## config.mk

```make
export PLATFORM = sky130hd
export DESIGN_NAME = tvg_divider
export DESIGN_NICKNAME = d
export VERILOG_FILES = /design/src/rtl/core/tvg_pkg.sv /design/src/rtl/core/tvg_div_cell.sv /design/src/rtl/core/tvg_divider.sv
export SDC_FILE = /design/constraint.sdc
export NUM_CORES = 2
export LEC_CHECK = 0
export BUFFER_PORTS_ARGS = -buffer_cell sky130_fd_sc_hd__buf_2
export CORE_ASPECT_RATIO = 1.5
export CORE_MARGIN = 2
export CORE_UTILIZATION = 42
export DETAILED_ROUTE_END_ITERATION = 16
export HOLD_SLACK_MARGIN = 0.03
export PLACE_DENSITY = 0.67
export SETUP_SLACK_MARGIN = 0.5
export SYNTH_ARGS = -nofsm -noshare
export SYNTH_HDL_FRONTEND = slang
export SYNTH_SLANG_ARGS = --single-unit
```

## constraint.sdc

```tcl
create_clock -name clk -period 8.7 [get_ports clk]
set_clock_uncertainty 0.05 [all_clocks]
set_input_delay 0.435 -clock clk [delete_from_list [all_inputs] [get_ports clk]]
set_output_delay 0.435 -clock clk [all_outputs]
set_load 0.02 [all_outputs]
```

## src/rtl/core/tvg_pkg.sv

```systemverilog
package tvg_pkg;

  localparam int MAX_SEGMENTS_DEF  = 1024;
  localparam int CORDIC_STAGES_DEF = 16;

  localparam int IDX_W   = 11;
  localparam int RAD_W   = 16;
  localparam int PHASE_W = 32;
  localparam int TEX_W   = 17;
  localparam int TRIG_W  = 16;
  localparam int CVAL_W  = 34;

  localparam logic [CVAL_W-1:0] GAIN_Q30 = 34'd652032874;

  localparam logic [1:0] REG_MAJOR_RADIUS   = 2'd0;
  localparam logic [1:0] REG_MINOR_RADIUS   = 2'd1;
  localparam logic [1:0] REG_MAJOR_SEGMENTS = 2'd2;
  localparam logic [1:0] REG_MINOR_SEGMENTS = 2'd3;

  localparam logic [RAD_W-1:0] MAJOR_RADIUS_RST   = 16'd256;
  localparam logic [RAD_W-1:0] MINOR_RADIUS_RST   = 16'd64;
  localparam logic [IDX_W-1:0] MAJOR_SEGMENTS_RST = 11'd32;
  localparam logic [IDX_W-1:0] MINOR_SEGMENTS_RST = 11'd16;

  // Arctangent of 2^-k in turns, scaled by 2^32.
  function automatic logic [31:0] atan_turns(input int k);
    logic [31:0] v;
    case (k)
      0:  v = 32'h20000000;
      1:  v = 32'h12E4051E;
      2:  v = 32'h09FB385B;
      3:  v = 32'h051111D4;
      4:  v = 32'h028B0D43;
      5:  v = 32'h0145D7E1;
      6:  v = 32'h00A2F61E;
      7:  v = 32'h00517C55;
      8:  v = 32'h0028BE53;
      9:  v = 32'h00145F2F;
      10: v = 32'h000A2F98;
      11: v = 32'h000517CC;
      12: v = 32'h00028BE6;
      13: v = 32'h000145F3;
      14: v = 32'h0000A2F9;
      15: v = 32'h0000517D;
      16: v = 32'h000028BE;
      17: v = 32'h0000145F;
      18: v = 32'h00000A30;
      19: v = 32'h00000518;
      20: v = 32'h0000028C;
      21: v = 32'h00000146;
      22: v = 32'h000000A3;
      23: v = 32'h00000051;
      default: v = 32'h0;
    endcase
    return v;
  endfunction

endpackage

```

## src/rtl/core/tvg_div_cell.sv

```systemverilog
module tvg_div_cell #(
  parameter int DW = 43,
  parameter int QW = 32
) (
  input  logic                        clk,
  input  logic                        en,
  input  logic [tvg_pkg::IDX_W-1:0]   divisor,
  input  logic [tvg_pkg::IDX_W-1:0]   rem_in,
  input  logic [DW-1:0]               num_in,
  input  logic [QW-1:0]               quo_in,
  output logic [tvg_pkg::IDX_W-1:0]   rem_out,
  output logic [DW-1:0]               num_out,
  output logic [QW-1:0]               quo_out
);

  logic [tvg_pkg::IDX_W:0] trial;
  logic [tvg_pkg::IDX_W:0] diff;
  logic                    ge;

  assign trial = {rem_in, num_in[DW-1]};
  assign ge    = trial >= {1'b0, divisor};
  assign diff  = trial - {1'b0, divisor};

  always_ff @(posedge clk) begin
    if (en) begin
      rem_out <= ge ? diff[tvg_pkg::IDX_W-1:0] : trial[tvg_pkg::IDX_W-1:0];
      num_out <= {num_in[DW-2:0], 1'b0};
      quo_out <= {quo_in[QW-2:0], ge};
    end
  end

endmodule

```

## src/rtl/core/tvg_divider.sv

```systemverilog
// Restoring divider, one quotient bit per cell; keeps the low QW quotient bits.
module tvg_divider #(
  parameter int DW = 43,
  parameter int QW = 32
) (
  input  logic                      clk,
  input  logic                      en,
  input  logic [tvg_pkg::IDX_W-1:0] divisor,
  input  logic [DW-1:0]             num,
  output logic [QW-1:0]             quo
);

  logic [tvg_pkg::IDX_W-1:0] rem_c [0:DW];
  logic [DW-1:0]             num_c [0:DW];
  logic [QW-1:0]             quo_c [0:DW];

  assign rem_c[0] = '0;
  assign num_c[0] = num;
  assign quo_c[0] = '0;

  for (genvar k = 0; k < DW; k++) begin : g_cell
    tvg_div_cell #(.DW(DW), .QW(QW)) u_cell (
      .clk     (clk),
      .en      (en),
      .divisor (divisor),
      .rem_in  (rem_c[k]),
      .num_in  (num_c[k]),
      .quo_in  (quo_c[k]),
      .rem_out (rem_c[k+1]),
      .num_out (num_c[k+1]),
      .quo_out (quo_c[k+1])
    );
  end

  assign quo = quo_c[DW];

endmodule

```

* Yosys cells after proc, flatten, opt, wreduce, memory -nomap -nowiden *
Cells that the tools add are included.

word-level totals
  bits in registers = 1,893
  bits in writable memories = 0
  memory bits (read-only) = 0
  input bits = 56
  latch bits = 0
  memories = 0

operators by class
  multiplexer cells = 42
  bitwise logic cells = 0
  reductions and logical operators = 0
  $add $sub $neg = 42
  div/mod/pow operators = 0
  equal/unequal tests = 0
  multiply operators = 0
  magnitude comparators = 43
  shifts and indexed selects = 0

operator list
  cell                                          number
  greater-or-equal comparator 12 x 11 -> 1 bit  42
  2-to-1 mux 11 bit                             41
  subtractor 11 bit                             41
  greater-or-equal comparator 1 x 11 -> 1 bit   1
  subtractor 1 x 11 -> 11 bit                   1
  2-to-1 mux 1 bit                              1

* Depth between registers and ports, before layout *
  word-level depth = 2
  depth in mapped cells = 10
  gate-level depth less buffers = 10

* Modules after synthesis *
From an unflattened synthesis, not the netlist that was laid out.

second synthesis, totals
  cells, all modules = 8,460
  area total of the unflattened synthesis = 142,674.3 µm²

by module, submodules not included
  module                               cells each  times used  area each (µm²)
  tvg_div_cell (g_cell[0].u_cell ...)  197         42          3,318.2
  tvg_div_cell (g_cell[1].u_cell)      185         1           3,306.9
  tvg_divider                          1           1           3.8

* Worst setup path before layout *
No wires, ideal clock.

  path type = input-to-reg
  start point = in divisor[2] in the netlist's numbering
  end point = reg g_cell[32].u_cell.rem_out[6] in the netlist's numbering, data pin
  setup slack = 5.516 ns
  library setup time = 0.262 ns
  arrival = 2.872 ns
  stages = 9
  cell sequence = inv_1 -> ha_1 -> nor2b_1 -> o21ai_0 -> a31oi_1 -> o2111ai_1 -> nand2_1 -> buf_4 -> mux2_1

between the ends
  longest elaborated chain between the ends = 2

RTL lines
  what                                          line                source
  start, declared                               tvg_divider.sv:8    input logic [tvg_pkg::IDX_W-1:0] divisor,
  greater-or-equal comparator 12 x 11 -> 1 bit  tvg_div_cell.sv:21  assign ge = trial >= {1'b0, divisor};
  named net g_cell[32].u_cell.ge                tvg_div_cell.sv:18  logic ge;
  2-to-1 mux 11 bit                             tvg_div_cell.sv:26  rem_out <= ge ? diff[tvg_pkg::IDX_W-1:0] : trial[tvg_pkg::IDX_W-1:0];
  end signal, assigned                          tvg_div_cell.sv:26
  end, declared                                 tvg_div_cell.sv:11  output logic [tvg_pkg::IDX_W-1:0] rem_out,

The timed path passes the listed nets, and every way through them passes these cells.
A chain may end at the register's enable or synchronous reset.

* Worst setup path in the final report *
  start point = in divisor[6] in the netlist's numbering
  end point = reg g_cell[39].u_cell.rem_out[7] in the netlist's numbering, data pin

between the ends
  longest elaborated chain between the ends = 2

RTL lines
  what                                                                                      line
  subtractor 11 bit / greater-or-equal comparator 12 x 11 -> 1 bit (equally long branches)  tvg_div_cell.sv:22, tvg_div_cell.sv:21
  2-to-1 mux 11 bit (*)                                                                     tvg_div_cell.sv:26
  end signal, assigned                                                                      tvg_div_cell.sv:26
  end, declared                                                                             tvg_div_cell.sv:11

Mark *: on every way between the ends. The rest lies on a longest branch, timed or not.

==> results.toml <==
[outcome]
status = "finished clean"

[sta]
period_share_pct = 41.2
hold_viol_final = 0
max_freq_ghz = 0.279
tns_ps = 0
report.final.setup_viol = 0
period_needed_ps = 3580
worst_pin_slew_ps = 1270
final_max_slew_viol_count = 0
slew_headroom_pct = 14.7
rsz0062_at_grt = "no"

[global_routing]
grt_pass1_wl_um = 239000
grt_overflow_total = 0
grt_use_total_pct = 14.5
grt_max_degree = 197
grt_pass1_vias = 47000
antenna_found_initial = 1

[drt]
drt-total-wl_um = 150000
vias = 46400
via_per_inst = 5.38
dr.pass1.iters = 7
drc = 0
wl_met1_um = 59700
maxUsedRoutingLayer = "met4"
routedWlPerCell_um = 17.4
dr.first_iter.drc_count = 2810
wl_met2_um = 77600
met3_wirelength_um = 5590
postRouteAntennaNets = 0

[place]
placedInstanceArea_mm2 = 0.0880
port_buffers = 87
place.gp.congestion = 0.870
place_hpwl_um = 94800
dp.cells = 8242

[floorplan]
io_pins = 88
die_w_um = 370
die_h_um = 552
core_area_mm2 = 0.200
row_count = 201
dieArea_mm2 = 0.204
initial_core_util_pct = 42.2

[clocking]
ctsRootBufferMaster = "clkbuf_16"
cts-htree-levels = 4
cts_tree = "done"
hold_buffers = 44
cts.sinks = 1893
cts-buffers-inserted = 182
postCtsSetupBuffers = 0
path_clk_slew_ps = 60
cts-resized-gates = 0
clockBufferDepth = 3
insertion_delay_ps = 820

[logic_synthesis]
synth_common_cells = "1893 x edfxtp_1, 464 x ha_1, 321 x mux2_2"
syn_area_mm2 = 0.0842
synthArstFlopShare_pct = 0
synth-simple-area-share_pct = 6.74
synth_xor_area_share_pct = 1.71
synth_fp_nets = 6106
yosysMostFrequentCell = "edfxtp_1"
syn_area_per_cell_um2 = 15.2
yosysSeqAreaShare_pct = 67.5
ys_warn_count = 0
synth_cell_types = 71
synth_largest_area_cell = "edfxtp_1"
synth_top_family_by_area = "compound AO/OA/AOI/OAI gates"
synth_top_area_share_pct = 67.5
synthTopCellsByArea = "edfxtp_1 68%, ha_1 6.9%, mux2_2 4.3%, a21oi_1 1.8%, o21ai_0 1.6%"
synth-seq-cells = 1893
synthMuxAreaShare_pct = 5.70
synth_edf_count = 1893
synth_fa_ha_area_share_pct = 7.87
synth_flop_cell = "edfxtp_1"
synth_compound_area_share_pct = 9.04
synthCells = 5545

[setup_path]
path_max_fanout = 30
crit_family = "buffers and inverters"
rr_endpoint = "g_cell[30].u_cell.rem_out[2]"
timing.rr.start = "g_cell[29].u_cell.num_out[42]"
ff2ff_setup_slack_ps = 5470
critPathKind = "primary input to flop"
crit_chain = "buf_2, clkinv_1, buf_4, ha_1, nand2_1, o21ai_0, a21oi_1, o21ai_1, mux2_2"
worst_ep_required_time_ps = 9230
worst_setup_path_end_kind = "flop"
cp_slowest_cell = "o21ai_1"
critPathArrivalTime_ps = 4110
start_kind = "primary input"
ff2ff_path_depth = 9
critPathBufInv = 3
cpPeakStageDelay_ps = 860

[finish]
area_growth_pct = 12.1
final_cells = 8620
finish.instance_area_mm2 = 0.0944
final_nets = 6392
layout-drive-gt1-share_pct = 12.9

[flow_run]
cap_violations = 0

[power]
ir_drop_mv = 0.214
powerDensity_mw_per_mm2 = 332
leakagePower_nw = 34.2
p_total_mw = 31.3

[hold_path]
hold_depth = 2
holdPathEnd = "g_cell[0].u_cell.num_out[26]"
hp-start = "num[25]"
min_path_type = "primary input to flop"
## state kept, by name (all words and copies together), names as in the netlist
register	flops
g_cell.u_cell.rem_out	462
g_cell.u_cell.num_out	903
g_cell.u_cell.quo_out	528
## layer usage
metal	GRT usage, %	up-vias
met4	7.06	0
met5	0	-
li1	-	22300
met1	16.5	22800
met2	26.1	920
met3	2.46	401
## how the worst max path moves through the flow
stage	start	end	slack [ps]	depth (start not counted)
6_report	divisor[6]	g_cell[39].u_cell.rem_out[7]	5120	9
5_1_grt	divisor[6]	g_cell[39].u_cell.rem_out[9]	4910	9
4_1_cts	divisor[1]	g_cell[27].u_cell.rem_out[9]	5130	9
3_5_place_dp	divisor[1]	g_cell[41].u_cell.rem_out[3]	4250	9
3_3_place_gp	divisor[1]	g_cell[41].u_cell.rem_out[9]	4270	9
2_1_floorplan	divisor[2]	g_cell[32].u_cell.rem_out[6]	5520	9
## logic make-up after synthesis
group	Yosys count
compound gates	1166
simple gates	1096
mux	438
flops	1893
buf+inv	283
xor+xnor	164
fa+ha+maj	505
## worst reg2reg max path, cell delays in order, from the launching register on
cell	delay (ps)
edfxtp_1	320
inv_1	90
ha_1	230
fa_1	410
nor2b_1	130
o21ai_0	140
nand3_1	150
a21oi_1	80
o21ai_1	920
mux2_2	440
## final cells by class
class                   count  area [um2]
flip-flops and latches   1893       56800
multi-input cells        3369       26200
diodes                      1        2.50
inverters                 207         786
repair buffers            178        1350
clock buffers             210        4660
well taps                2639        3300
clock inverters           123        1260
fillers                 17200      105000
## stage by stage
step / worst slack [ps] / util, % / hold slack [ps]
2_1_floorplan: 5520 / - / 350
3_3_place_gp: 4270 / 44.1 / 350
3_5_place_dp: 4250 / 44.1 / 355
4_1_cts: 5130 / 47.3 / 168
5_1_grt: 4910 / 47.3 / 198
6_report: 5120 / 47.3 / 254
## report_power, final
part,leakage [nW],total (mW),switching [mW],internal (mW)
Clock,2.84,7.76,3.43,4.33
Sequential,18.5,13.1,0.776,12.3
Combinational,12.9,10.5,5.54,4.97
## cell usage in the layout (no fill, tap or decap), types with 26 or more instances in the layout
cell | synthesis | layout
edfxtp_1 | 1893 | 1893
ha_1 | 464 | 464
mux2_2 | 321 | 321
nor2_1 | 308 | 308
a21oi_1 | 299 | 299
o21ai_0 | 272 | 271
inv_1 | 207 | 197
nand2_1 | 189 | 189
clkbuf_16 | 0 | 182
xnor2_1 | 146 | 146
nor2b_1 | 104 | 104
mux2i_1 | 104 | 104
o21a_1 | 93 | 93
buf_2 | 9 | 85
nand3_1 | 84 | 84
nand4_1 | 82 | 82
nand2b_1 | 81 | 81
or3_1 | 60 | 60
clkinv_1 | 0 | 57
a31oi_1 | 53 | 53
nor3_1 | 52 | 52
o2111ai_1 | 51 | 51
a21o_1 | 47 | 47
a21boi_0 | 47 | 47
o31a_1 | 45 | 45
dlygate4sd3_1 | 0 | 44
fa_1 | 41 | 41
o211ai_1 | 40 | 40
buf_4 | 32 | 40
clkbuf_1 | 35 | 28
o31ai_1 | 27 | 27
a211oi_1 | 26 | 26
o211a_1 | 26 | 26
nand3b_1 | 26 | 26
Power figures use the tool's default switching activity.
