[src/rtl/core/tvg_pkg.sv]
package tvg_pkg;

  localparam int MAX_SEGMENTS_DEF  = 1024;
  localparam int CORDIC_STAGES_DEF = 16;

  localparam int IDX_W   = 11;
  localparam int RAD_W   = 16;
  localparam int PHASE_W = 32;
  localparam int TEX_W   = 17;
  localparam int TRIG_W  = 16;
  localparam int CVAL_W  = 34;

  localparam logic [CVAL_W-1:0] GAIN_Q30 = 34'd652032874;

  localparam logic [1:0] REG_MAJOR_RADIUS   = 2'd0;
  localparam logic [1:0] REG_MINOR_RADIUS   = 2'd1;
  localparam logic [1:0] REG_MAJOR_SEGMENTS = 2'd2;
  localparam logic [1:0] REG_MINOR_SEGMENTS = 2'd3;

  localparam logic [RAD_W-1:0] MAJOR_RADIUS_RST   = 16'd256;
  localparam logic [RAD_W-1:0] MINOR_RADIUS_RST   = 16'd64;
  localparam logic [IDX_W-1:0] MAJOR_SEGMENTS_RST = 11'd32;
  localparam logic [IDX_W-1:0] MINOR_SEGMENTS_RST = 11'd16;

  // Arctangent of 2^-k in turns, scaled by 2^32.
  function automatic logic [31:0] atan_turns(input int k);
    logic [31:0] v;
    case (k)
      0:  v = 32'h20000000;
      1:  v = 32'h12E4051E;
      2:  v = 32'h09FB385B;
      3:  v = 32'h051111D4;
      4:  v = 32'h028B0D43;
      5:  v = 32'h0145D7E1;
      6:  v = 32'h00A2F61E;
      7:  v = 32'h00517C55;
      8:  v = 32'h0028BE53;
      9:  v = 32'h00145F2F;
      10: v = 32'h000A2F98;
      11: v = 32'h000517CC;
      12: v = 32'h00028BE6;
      13: v = 32'h000145F3;
      14: v = 32'h0000A2F9;
      15: v = 32'h0000517D;
      16: v = 32'h000028BE;
      17: v = 32'h0000145F;
      18: v = 32'h00000A30;
      19: v = 32'h00000518;
      20: v = 32'h0000028C;
      21: v = 32'h00000146;
      22: v = 32'h000000A3;
      23: v = 32'h00000051;
      default: v = 32'h0;
    endcase
    return v;
  endfunction

endpackage

[src/rtl/core/tvg_cordic_cell.sv]
module tvg_cordic_cell #(
  parameter int K = 0
) (
  input  logic                             clk,
  input  logic                             en,
  input  logic signed [tvg_pkg::CVAL_W-1:0] x_in,
  input  logic signed [tvg_pkg::CVAL_W-1:0] y_in,
  input  logic signed [tvg_pkg::CVAL_W-1:0] z_in,
  input  logic [1:0]                       quad_in,
  output logic signed [tvg_pkg::CVAL_W-1:0] x_out,
  output logic signed [tvg_pkg::CVAL_W-1:0] y_out,
  output logic signed [tvg_pkg::CVAL_W-1:0] z_out,
  output logic [1:0]                       quad_out
);

  localparam logic [tvg_pkg::CVAL_W-1:0] ANGLE =
    {{(tvg_pkg::CVAL_W-32){1'b0}}, tvg_pkg::atan_turns(K)};

  logic signed [tvg_pkg::CVAL_W-1:0] xs;
  logic signed [tvg_pkg::CVAL_W-1:0] ys;

  assign xs = x_in >>> K;
  assign ys = y_in >>> K;

  always_ff @(posedge clk) begin
    if (en) begin
      quad_out <= quad_in;
      if (!z_in[tvg_pkg::CVAL_W-1]) begin
        x_out <= x_in - ys;
        y_out <= y_in + xs;
        z_out <= z_in - $signed(ANGLE);
      end else begin
        x_out <= x_in + ys;
        y_out <= y_in - xs;
        z_out <= z_in + $signed(ANGLE);
      end
    end
  end

endmodule

[src/rtl/core/tvg_cordic.sv]
// Sine and cosine of a 32-bit phase in turns.
module tvg_cordic #(
  parameter int STAGES = tvg_pkg::CORDIC_STAGES_DEF
) (
  input  logic                               clk,
  input  logic                               en,
  input  logic [tvg_pkg::PHASE_W-1:0]        phase,
  output logic signed [tvg_pkg::TRIG_W-1:0]  cos_q15,
  output logic signed [tvg_pkg::TRIG_W-1:0]  sin_q15
);

  localparam int W = tvg_pkg::CVAL_W;

  logic signed [W-1:0] x_c [0:STAGES];
  logic signed [W-1:0] y_c [0:STAGES];
  logic signed [W-1:0] z_c [0:STAGES];
  logic [1:0]          q_c [0:STAGES];

  logic [tvg_pkg::PHASE_W-1:0] ph_off;
  logic [1:0]                  quad;
  logic [tvg_pkg::PHASE_W-1:0] resid;

  // Nearest quarter turn first; the residual stays within one eighth turn.
  assign ph_off = phase + 32'h2000_0000;
  assign quad   = ph_off[31:30];
  assign resid  = phase - {quad, 30'b0};

  always_ff @(posedge clk) begin
    if (en) begin
      x_c[0] <= tvg_pkg::GAIN_Q30;
      y_c[0] <= '0;
      z_c[0] <= W'($signed(resid));
      q_c[0] <= quad;
    end
  end

  for (genvar k = 0; k < STAGES; k++) begin : g_cell
    tvg_cordic_cell #(.K(k)) u_cell (
      .clk      (clk),
      .en       (en),
      .x_in     (x_c[k]),
      .y_in     (y_c[k]),
      .z_in     (z_c[k]),
      .quad_in  (q_c[k]),
      .x_out    (x_c[k+1]),
      .y_out    (y_c[k+1]),
      .z_out    (z_c[k+1]),
      .quad_out (q_c[k+1])
    );
  end

  function automatic logic signed [15:0] round_sat(input logic signed [W-1:0] v);
    logic signed [W-1:0]  s;
    logic signed [W-16:0] r;
    s = v + W'(16384);
    r = s[W-1:15];
    if (r > 32767) return 16'sd32767;
    if (r < -32767) return -16'sd32767;
    return r[15:0];
  endfunction

  logic signed [15:0] cr;
  logic signed [15:0] sr;

  assign cr = round_sat(x_c[STAGES]);
  assign sr = round_sat(y_c[STAGES]);

  always_ff @(posedge clk) begin
    if (en) begin
      case (q_c[STAGES])
        2'd0: begin
          cos_q15 <= cr;
          sin_q15 <= sr;
        end
        2'd1: begin
          cos_q15 <= -sr;
          sin_q15 <= cr;
        end
        2'd2: begin
          cos_q15 <= -cr;
          sin_q15 <= -sr;
        end
        default: begin
          cos_q15 <= sr;
          sin_q15 <= -cr;
        end
      endcase
    end
  end

endmodule

[config.mk]
export PLATFORM = sky130hd
export DESIGN_NAME = tvg_cordic
export DESIGN_NICKNAME = d
export VERILOG_FILES = /design/src/rtl/core/tvg_pkg.sv /design/src/rtl/core/tvg_cordic_cell.sv /design/src/rtl/core/tvg_cordic.sv
export SDC_FILE = /design/constraint.sdc
export NUM_CORES = 2
export LEC_CHECK = 0
export ABC_CLOCK_PERIOD_IN_PS = 4700
export BUFFER_PORTS_ARGS = -buffer_cell sky130_fd_sc_hd__buf_2
export CORE_AREA = 2 2 746 748
export DETAILED_ROUTE_END_ITERATION = 6
export DIE_AREA = 0 0 748 750
export SYNTH_ARGS = -nofsm -noshare
export SYNTH_HDL_FRONTEND = slang
export SYNTH_SLANG_ARGS = --single-unit
[constraint.sdc]
create_clock -name clk -period 4.7 [get_ports clk]
set_input_delay 0.705 -clock clk [delete_from_list [all_inputs] [get_ports clk]]
set_output_delay 0.705 -clock clk [all_outputs]
set_load 0.005 [all_outputs]
* Word level (Yosys, flattened, before mapping) *
Index checks and enable logic that the tools add are counted.

storage, ports and cells
  register bits after elaboration = 1662
  input port bits = 34
  logic and storage cells = 231

cells by class
  $add $sub $neg = 96
  $lt $le $gt $ge = 4
  equality and inequality tests = 2
  mux-type cells = 62
  reduce and logical (&&, ||, !) cells = 1

operators by type and width
  cell                    count
  $mux 34                 46
  $mux 16                 8
  $pmux 16 s3             2
  $add 34x16->34 const B  2
  $add 34x19->34          2
  $add 34x20->34          2
  $add 34x21->34          2
  $add 34x22->34          2
  $add 34x23->34          2
  $add 34x24->34          2
  $add 34x25->34          2
  $add 34x26->34          2
  $add 34x27->34          2
  $add 34x28->34          2
  $add 34x29->34          2
  $add 34x30->34          2
  $add 34x30->34 const B  2
  $add 34x31->34          2
  $add 34x32->34          2
  $sub 34x19->34          2
  $sub 34x20->34          2
  $sub 34x21->34          2
  $sub 34x22->34          2
  $sub 34x23->34          2
  other kinds (49)        67

* Longest topological paths before layout *
  word-level depth = 8
  gate-level depth with buffers = 22

* Hierarchy *
From an unflattened synthesis, not the netlist that was laid out.

second synthesis, totals
  cells, all modules = 17104
  area total of the unflattened synthesis = 157348.4 µm²

by module, submodules not included
  module                               times used  cells an instance  area an instance (µm²)  seq. area each (µm²)
  tvg_cordic_cell (g_cell[9].u_cell)   1           1109               10033.4                 3123.0
  tvg_cordic_cell (g_cell[5].u_cell)   1           1092               9898.2                  3123.0
  tvg_cordic_cell (g_cell[1].u_cell)   1           1087               9814.4                  3123.0
  tvg_cordic_cell (g_cell[2].u_cell)   1           1077               9728.1                  3123.0
  tvg_cordic_cell (g_cell[6].u_cell)   1           1069               9696.8                  3123.0
  tvg_cordic_cell (g_cell[7].u_cell)   1           1066               9620.5                  3123.0
  tvg_cordic_cell (g_cell[3].u_cell)   1           1037               9512.9                  3123.0
  tvg_cordic_cell (g_cell[12].u_cell)  1           1034               9454.1                  3123.0
  tvg_cordic_cell (g_cell[4].u_cell)   1           1007               9435.3                  3123.0
  tvg_cordic_cell (g_cell[8].u_cell)   1           1020               9402.8                  3123.0
  tvg_cordic_cell (g_cell[13].u_cell)  1           981                9389.0                  3123.0
  tvg_cordic_cell (g_cell[11].u_cell)  1           997                9361.5                  3123.0
  tvg_cordic_cell (g_cell[14].u_cell)  1           988                9240.1                  3123.0
  tvg_cordic_cell (g_cell[0].u_cell)   1           1021               9212.6                  3093.0
  3 more rows                          -           -                  -                       -

* Worst setup path after synthesis *
No wires, ideal clock.

  path kind = register to register
  from = register g_cell[6].u_cell.y_out[10] (netlist name)
  to = register g_cell[7].u_cell.x_out[32] (netlist name)
  setup time = 0.258 ns
  data arrival time = 4.314 ns
  required time = 4.442 ns
  path slack = 0.128 ns
  stages on the path, launching flop included = 22
  buffers on the path = 0
  cell sequence = edfxtp_1 > nor3_1 > nand2b_1 > nor4_1 > nor2b_1 > and2_1 > nand2_1 > nor4_1 > nor2_1 > xnor2_1 > ha_1 > a21o_1 > a21o_1 > a21o_1 > a2111oi_0 > a21oi_1 > a21oi_1 > or3_1 > a31oi_1 > a21o_1 > a21oi_1 > xnor2_1

on the way
  word-level cells in the longest chain between the ends = 2
  elaborated cells on any way between the ends = 3
  classes of those cells = 2 x add/sub; 1 x mux

RTL lines
  item                                              RTL line                                      text
  $sub 34x27->34 or $add 34x27->34 (tied branches)  tvg_cordic_cell.sv:29, tvg_cordic_cell.sv:33
  $mux 34 *                                         tvg_cordic_cell.sv:28                         if (!z_in[tvg_pkg::CVAL_W-1]) begin

Every way passes the cells marked *; elsewhere a longest branch is shown, timed or not.
A chain may end at the register's enable or synchronous reset.

* Final worst setup path *
  from = register g_cell[6].u_cell.x_out[8] (netlist name)
  to = register g_cell[7].u_cell.y_out[32] (netlist name)

on the way
  word-level cells in the longest chain between the ends = 2
  elaborated cells on any way between the ends = 3
  classes of those cells = 2 x add/sub; 1 x mux

RTL lines
  item                                              RTL line
  $add 34x27->34 or $sub 34x27->34 (tied branches)  tvg_cordic_cell.sv:30, tvg_cordic_cell.sv:34
  $mux 34 *                                         tvg_cordic_cell.sv:28

Marked as above.

==> summary.md <==
| Metric | Value |
|---|---|
| Core box area | 554000 µm² |
| Clock tree sinks | 1544 |
| DRT antenna net count | 0 |
| Die area | ~560000 µm² |
| End point of the most critical hold path | z_c[574] |
| Leading register cell type out of synthesis | edfxtp_1 |
| Max Fclk | approximately 220 MHz |
| Final Routed Wirelength | 304000 µm |
| Number of top-level pins | between 60 and 70 |
| Final Instance Area | roughly 150000 µm² |
| Final count of negative-setup-slack endpoints | 0 |
| Setup repair after global routing missed its margin | yes |
| Share of layout cells above drive strength 1 | 0.110 |
| Final GP Congestion | around 0.92 |
| Net count reported at finish | approximately 15000 |
| Via density | around 4.5 |
| Headroom to the max-slew limit | 0.386 |
| Cell Rows | around 270 |
| Critical register-to-register path endpoint | g_cell[7].u_cell.y_out[32] |
| Number of failing hold endpoints at the final stage | 0 |
| Summed instance area of the synthesized netlist | 127000 µm² |
| Die Width | approximately 750 µm |
| Maximum number of pins on one net before global-route repair | approximately 130 |
| Run status | complete, no violations |
| Total overflow reported by the global router | 0 |
| Number of levels in the clock H-tree | 4 |
| Cell chosen for the clock root | clkbuf_16 |
| Clock insertion delay at the later pin of the skew report | about 0.86 ns |
| Register-to-Register Setup Slack | roughly 0.13 ns |
| Clock tree from TritonCTS | done |
| Final worst-path cycle share | 0.972 |
| Source of the critical timing path | g_cell[6].u_cell.x_out[8] |
| Via count of the first global-routing pass | between 90000 and 100k |
| Slowest stage cell on the critical path | edfxtp_1 |
| Worst setup slack before clock tree synthesis | -0.111 ns |
| EDFF count, synth | roughly 1500 |
| Type of the worst min-delay path | primary input to flip-flop |
| Crit start category | flip-flop |
| Initial antenna violation count | 0 |
| Layout fillers | between 50000 and 60000 |
| Worst-case clock skew | 0.0741 ns |
| Chain of cells forming the critical path | inv_2, ha_4, nand2b_4, nor4_4, nor2b_4, nand3_2, buf_6, o21a_1, xnor2_1, ha_1, and3_4, buf_4, and3b_1, nor4_1, o21ai_0, a21oi_1, buf_4, nand3b_1, nand3_1, o21ai_1, a221oi_1, xnor2_1 |
| Yosys Warn Count | 0 |
| Syn Inst Count | 13000 |
| Post-Syn Area per Cell | about 9.7 µm² |
| Setup ws final | around 0.13 ns |
| Area share of the largest cell type after synthesis | 0.366 |
| Buffers & Inverters on Critical Path | 4 |
| Post-route DRC violation count | 0 |
| 1st-pass router iterations | 6 |
| Clock buffer depth | 4 |
| Req. time, crit path | 5.29 ns |
| Max Fanout on Critical Path | 4 |
| Antenna diode count | 0 |
| Overall via count from detail_route | approximately 97000 |
| Cells taking the most area after synthesis | edfxtp_1 37%, ha_1 14%, xnor2_1 8.6%, a21oi_1 5.6%, xor2_1 4.5% |
| Number of stages on the worst hold path | 2 |
| Startpoint of the worst register-to-register path | g_cell[6].u_cell.x_out[8] |
| Distinct cells, synth | 103 |
| Sequential element share of the synthesized area | 0.366 |
| Number of nets produced by synthesis | 14500 |
| Slowest cell delay on critical path | ~0.4 ns |
| P&R area growth vs syn | 17.7% |
| Standard cell area after detailed placement | roughly 140000 µm² |
| Y dimension of the die | roughly 750 µm |
| Kind of capture point of the worst setup path | flip-flop |
| First DRT Iteration DRCs | between 5000 and 6000 |
| Placed wire-length estimate after detailed placement | ~240000 µm |
| Global routing usage summed across all routing layers | 0.104 |
| Hold Crit Start | phase[30] |
| Cts bufs inserted | 177 |
| Max-capacitance violation count | 0 |
| Crit Path Class | flip-flop to flip-flop |
| Clock-pin transition on the worst setup and hold timing paths | approximately 0.06 ns |
| Min cycle time layout | 4.57 ns |
| Critical Path AT | slightly above 5 ns |
| Wire length of the first global-routing pass | between 400000 and 500000 µm |
| Port-buffer cells | 65 |
| Ys async rst share | 0 |
| Starting density of the core | 0.229 |
| Cell family with the largest share of critical-path delay | simple AND/OR/NAND/NOR gates |
| Register bit count reported by yosys | approximately 1500 |
| Actual transition at the worst max-transition pin | 0.922 ns |
| WL/cell | ~14 µm |
| Max-slew violations | 0 |
| Library cell occupying the most area in the post-synthesis netlist | edfxtp_1 |
| Number of cells traversed by the worst register-to-register path | 22 |
==> cell type report <==
cell class	count	area [µm²]	area share
Tap cell	7314	9150	0.0614
Sequential cell	1544	46400	0.311
Multi-Input combinational cell	10700	79000	0.530
Clock inverter	100	922	0.00619
Timing Repair Buffer	928	7140	0.0479
Inverter	525	1970	0.0132
Clock buffer	207	4560	0.0306
==> synth_stat cells, drive strengths merged (119+ instances only) <==
cell,n
a21oi,1408
nand3,240
nand2,516
nor2b,165
inv,524
edfxtp,1544
a211oi,119
nand2b,218
clkbuf,155
and3,121
o21bai,165
o21a,255
a21o,641
ha,1401
xnor2,1240
nor2,1181
o21ai,619
xor2,652
nor3,348
==> registers in the layout (all words and copies together), names as in the netlist <==
register                flops
g_cell.u_cell.y_out       497
g_cell.u_cell.z_out       475
g_cell.u_cell.x_out       474
g_cell.u_cell.quad_out     32
z_c                        32
cos_q15                    16
sin_q15                    16
q_c                         2
==> what timing repair did <==
item / 4_1_cts / 5_1_grt
pin swaps: 1 / 87
hold buffers: 30 / 0
resized for setup: 24 / 284
setup buffers: 0 / 55
setup endpoints to repair: 29 / 145
endpoints found under the hold margin: 30 / 0
==> per-layer routing <==
metal	routed length, µm	vias up	GRT usage	share of wire
met4	15100	0	0.0463	0.050
met5	0	-	0	0
met1	132000	44500	0.123	0.43
met2	149000	1589	0.188	0.49
li1	-	50000	-	-
met3	8380	683	0.0110	0.028
==> per-stage QoR <==
step,utilization,TNS [ns],hold WS (ns),instances
floorplan,-,0,0.400,13000
global placement,0.255,-1.27,0.401,20900
detailed placement,0.255,-0.586,0.405,20900
CTS,0.266,0,0.113,21300
global route,0.269,-0.528,0.146,21300
finish,0.269,0,0.176,21300
==> kinds of logic after synthesis <==
kind of cell / share of synthesized area
simple gates: 0.130
buf+inv: 0.0220
xor+xnor: 0.131
mux: 0.0129
fa+ha+maj: 0.145
compound gates: 0.193
flops: 0.366
other cells: 0.0000296
==> layout by cell type (no fill, tap or decap), drive strengths merged, types with 103 or more instances in the layout <==
cell type	synthesis	layout
edfxtp	1544	1544
a21oi	1408	1408
ha	1401	1401
xnor2	1240	1240
nor2	1181	1181
buf	53	898
xor2	652	652
a21o	641	641
o21ai	619	619
inv	524	533
nand2	516	516
nor3	348	348
o21a	255	255
nand3	240	240
nand2b	218	218
clkbuf	155	207
o21bai	165	165
nor2b	165	165
and3	121	121
a211oi	119	119
a31oi	117	117
nor4	104	104
or3	103	103
==> worst max path at each step <==
stage                                        endpoint  slack [ns]  cells past startpoint
after global placement     g_cell[7].u_cell.x_out[32]       -0.34                     21
after detailed placement  g_cell[10].u_cell.y_out[33]       -0.11                     21
after floorplan            g_cell[7].u_cell.x_out[32]        0.13                     21
after global routing       g_cell[9].u_cell.x_out[32]       -0.07                     23
after CTS                  g_cell[6].u_cell.y_out[33]       0.008                     20
final                      g_cell[7].u_cell.y_out[32]        0.13                     22
Power is left out: the tool's default activity adds up to more than one toggle a clock period on the data nets, which glitch-free logic cannot reach.
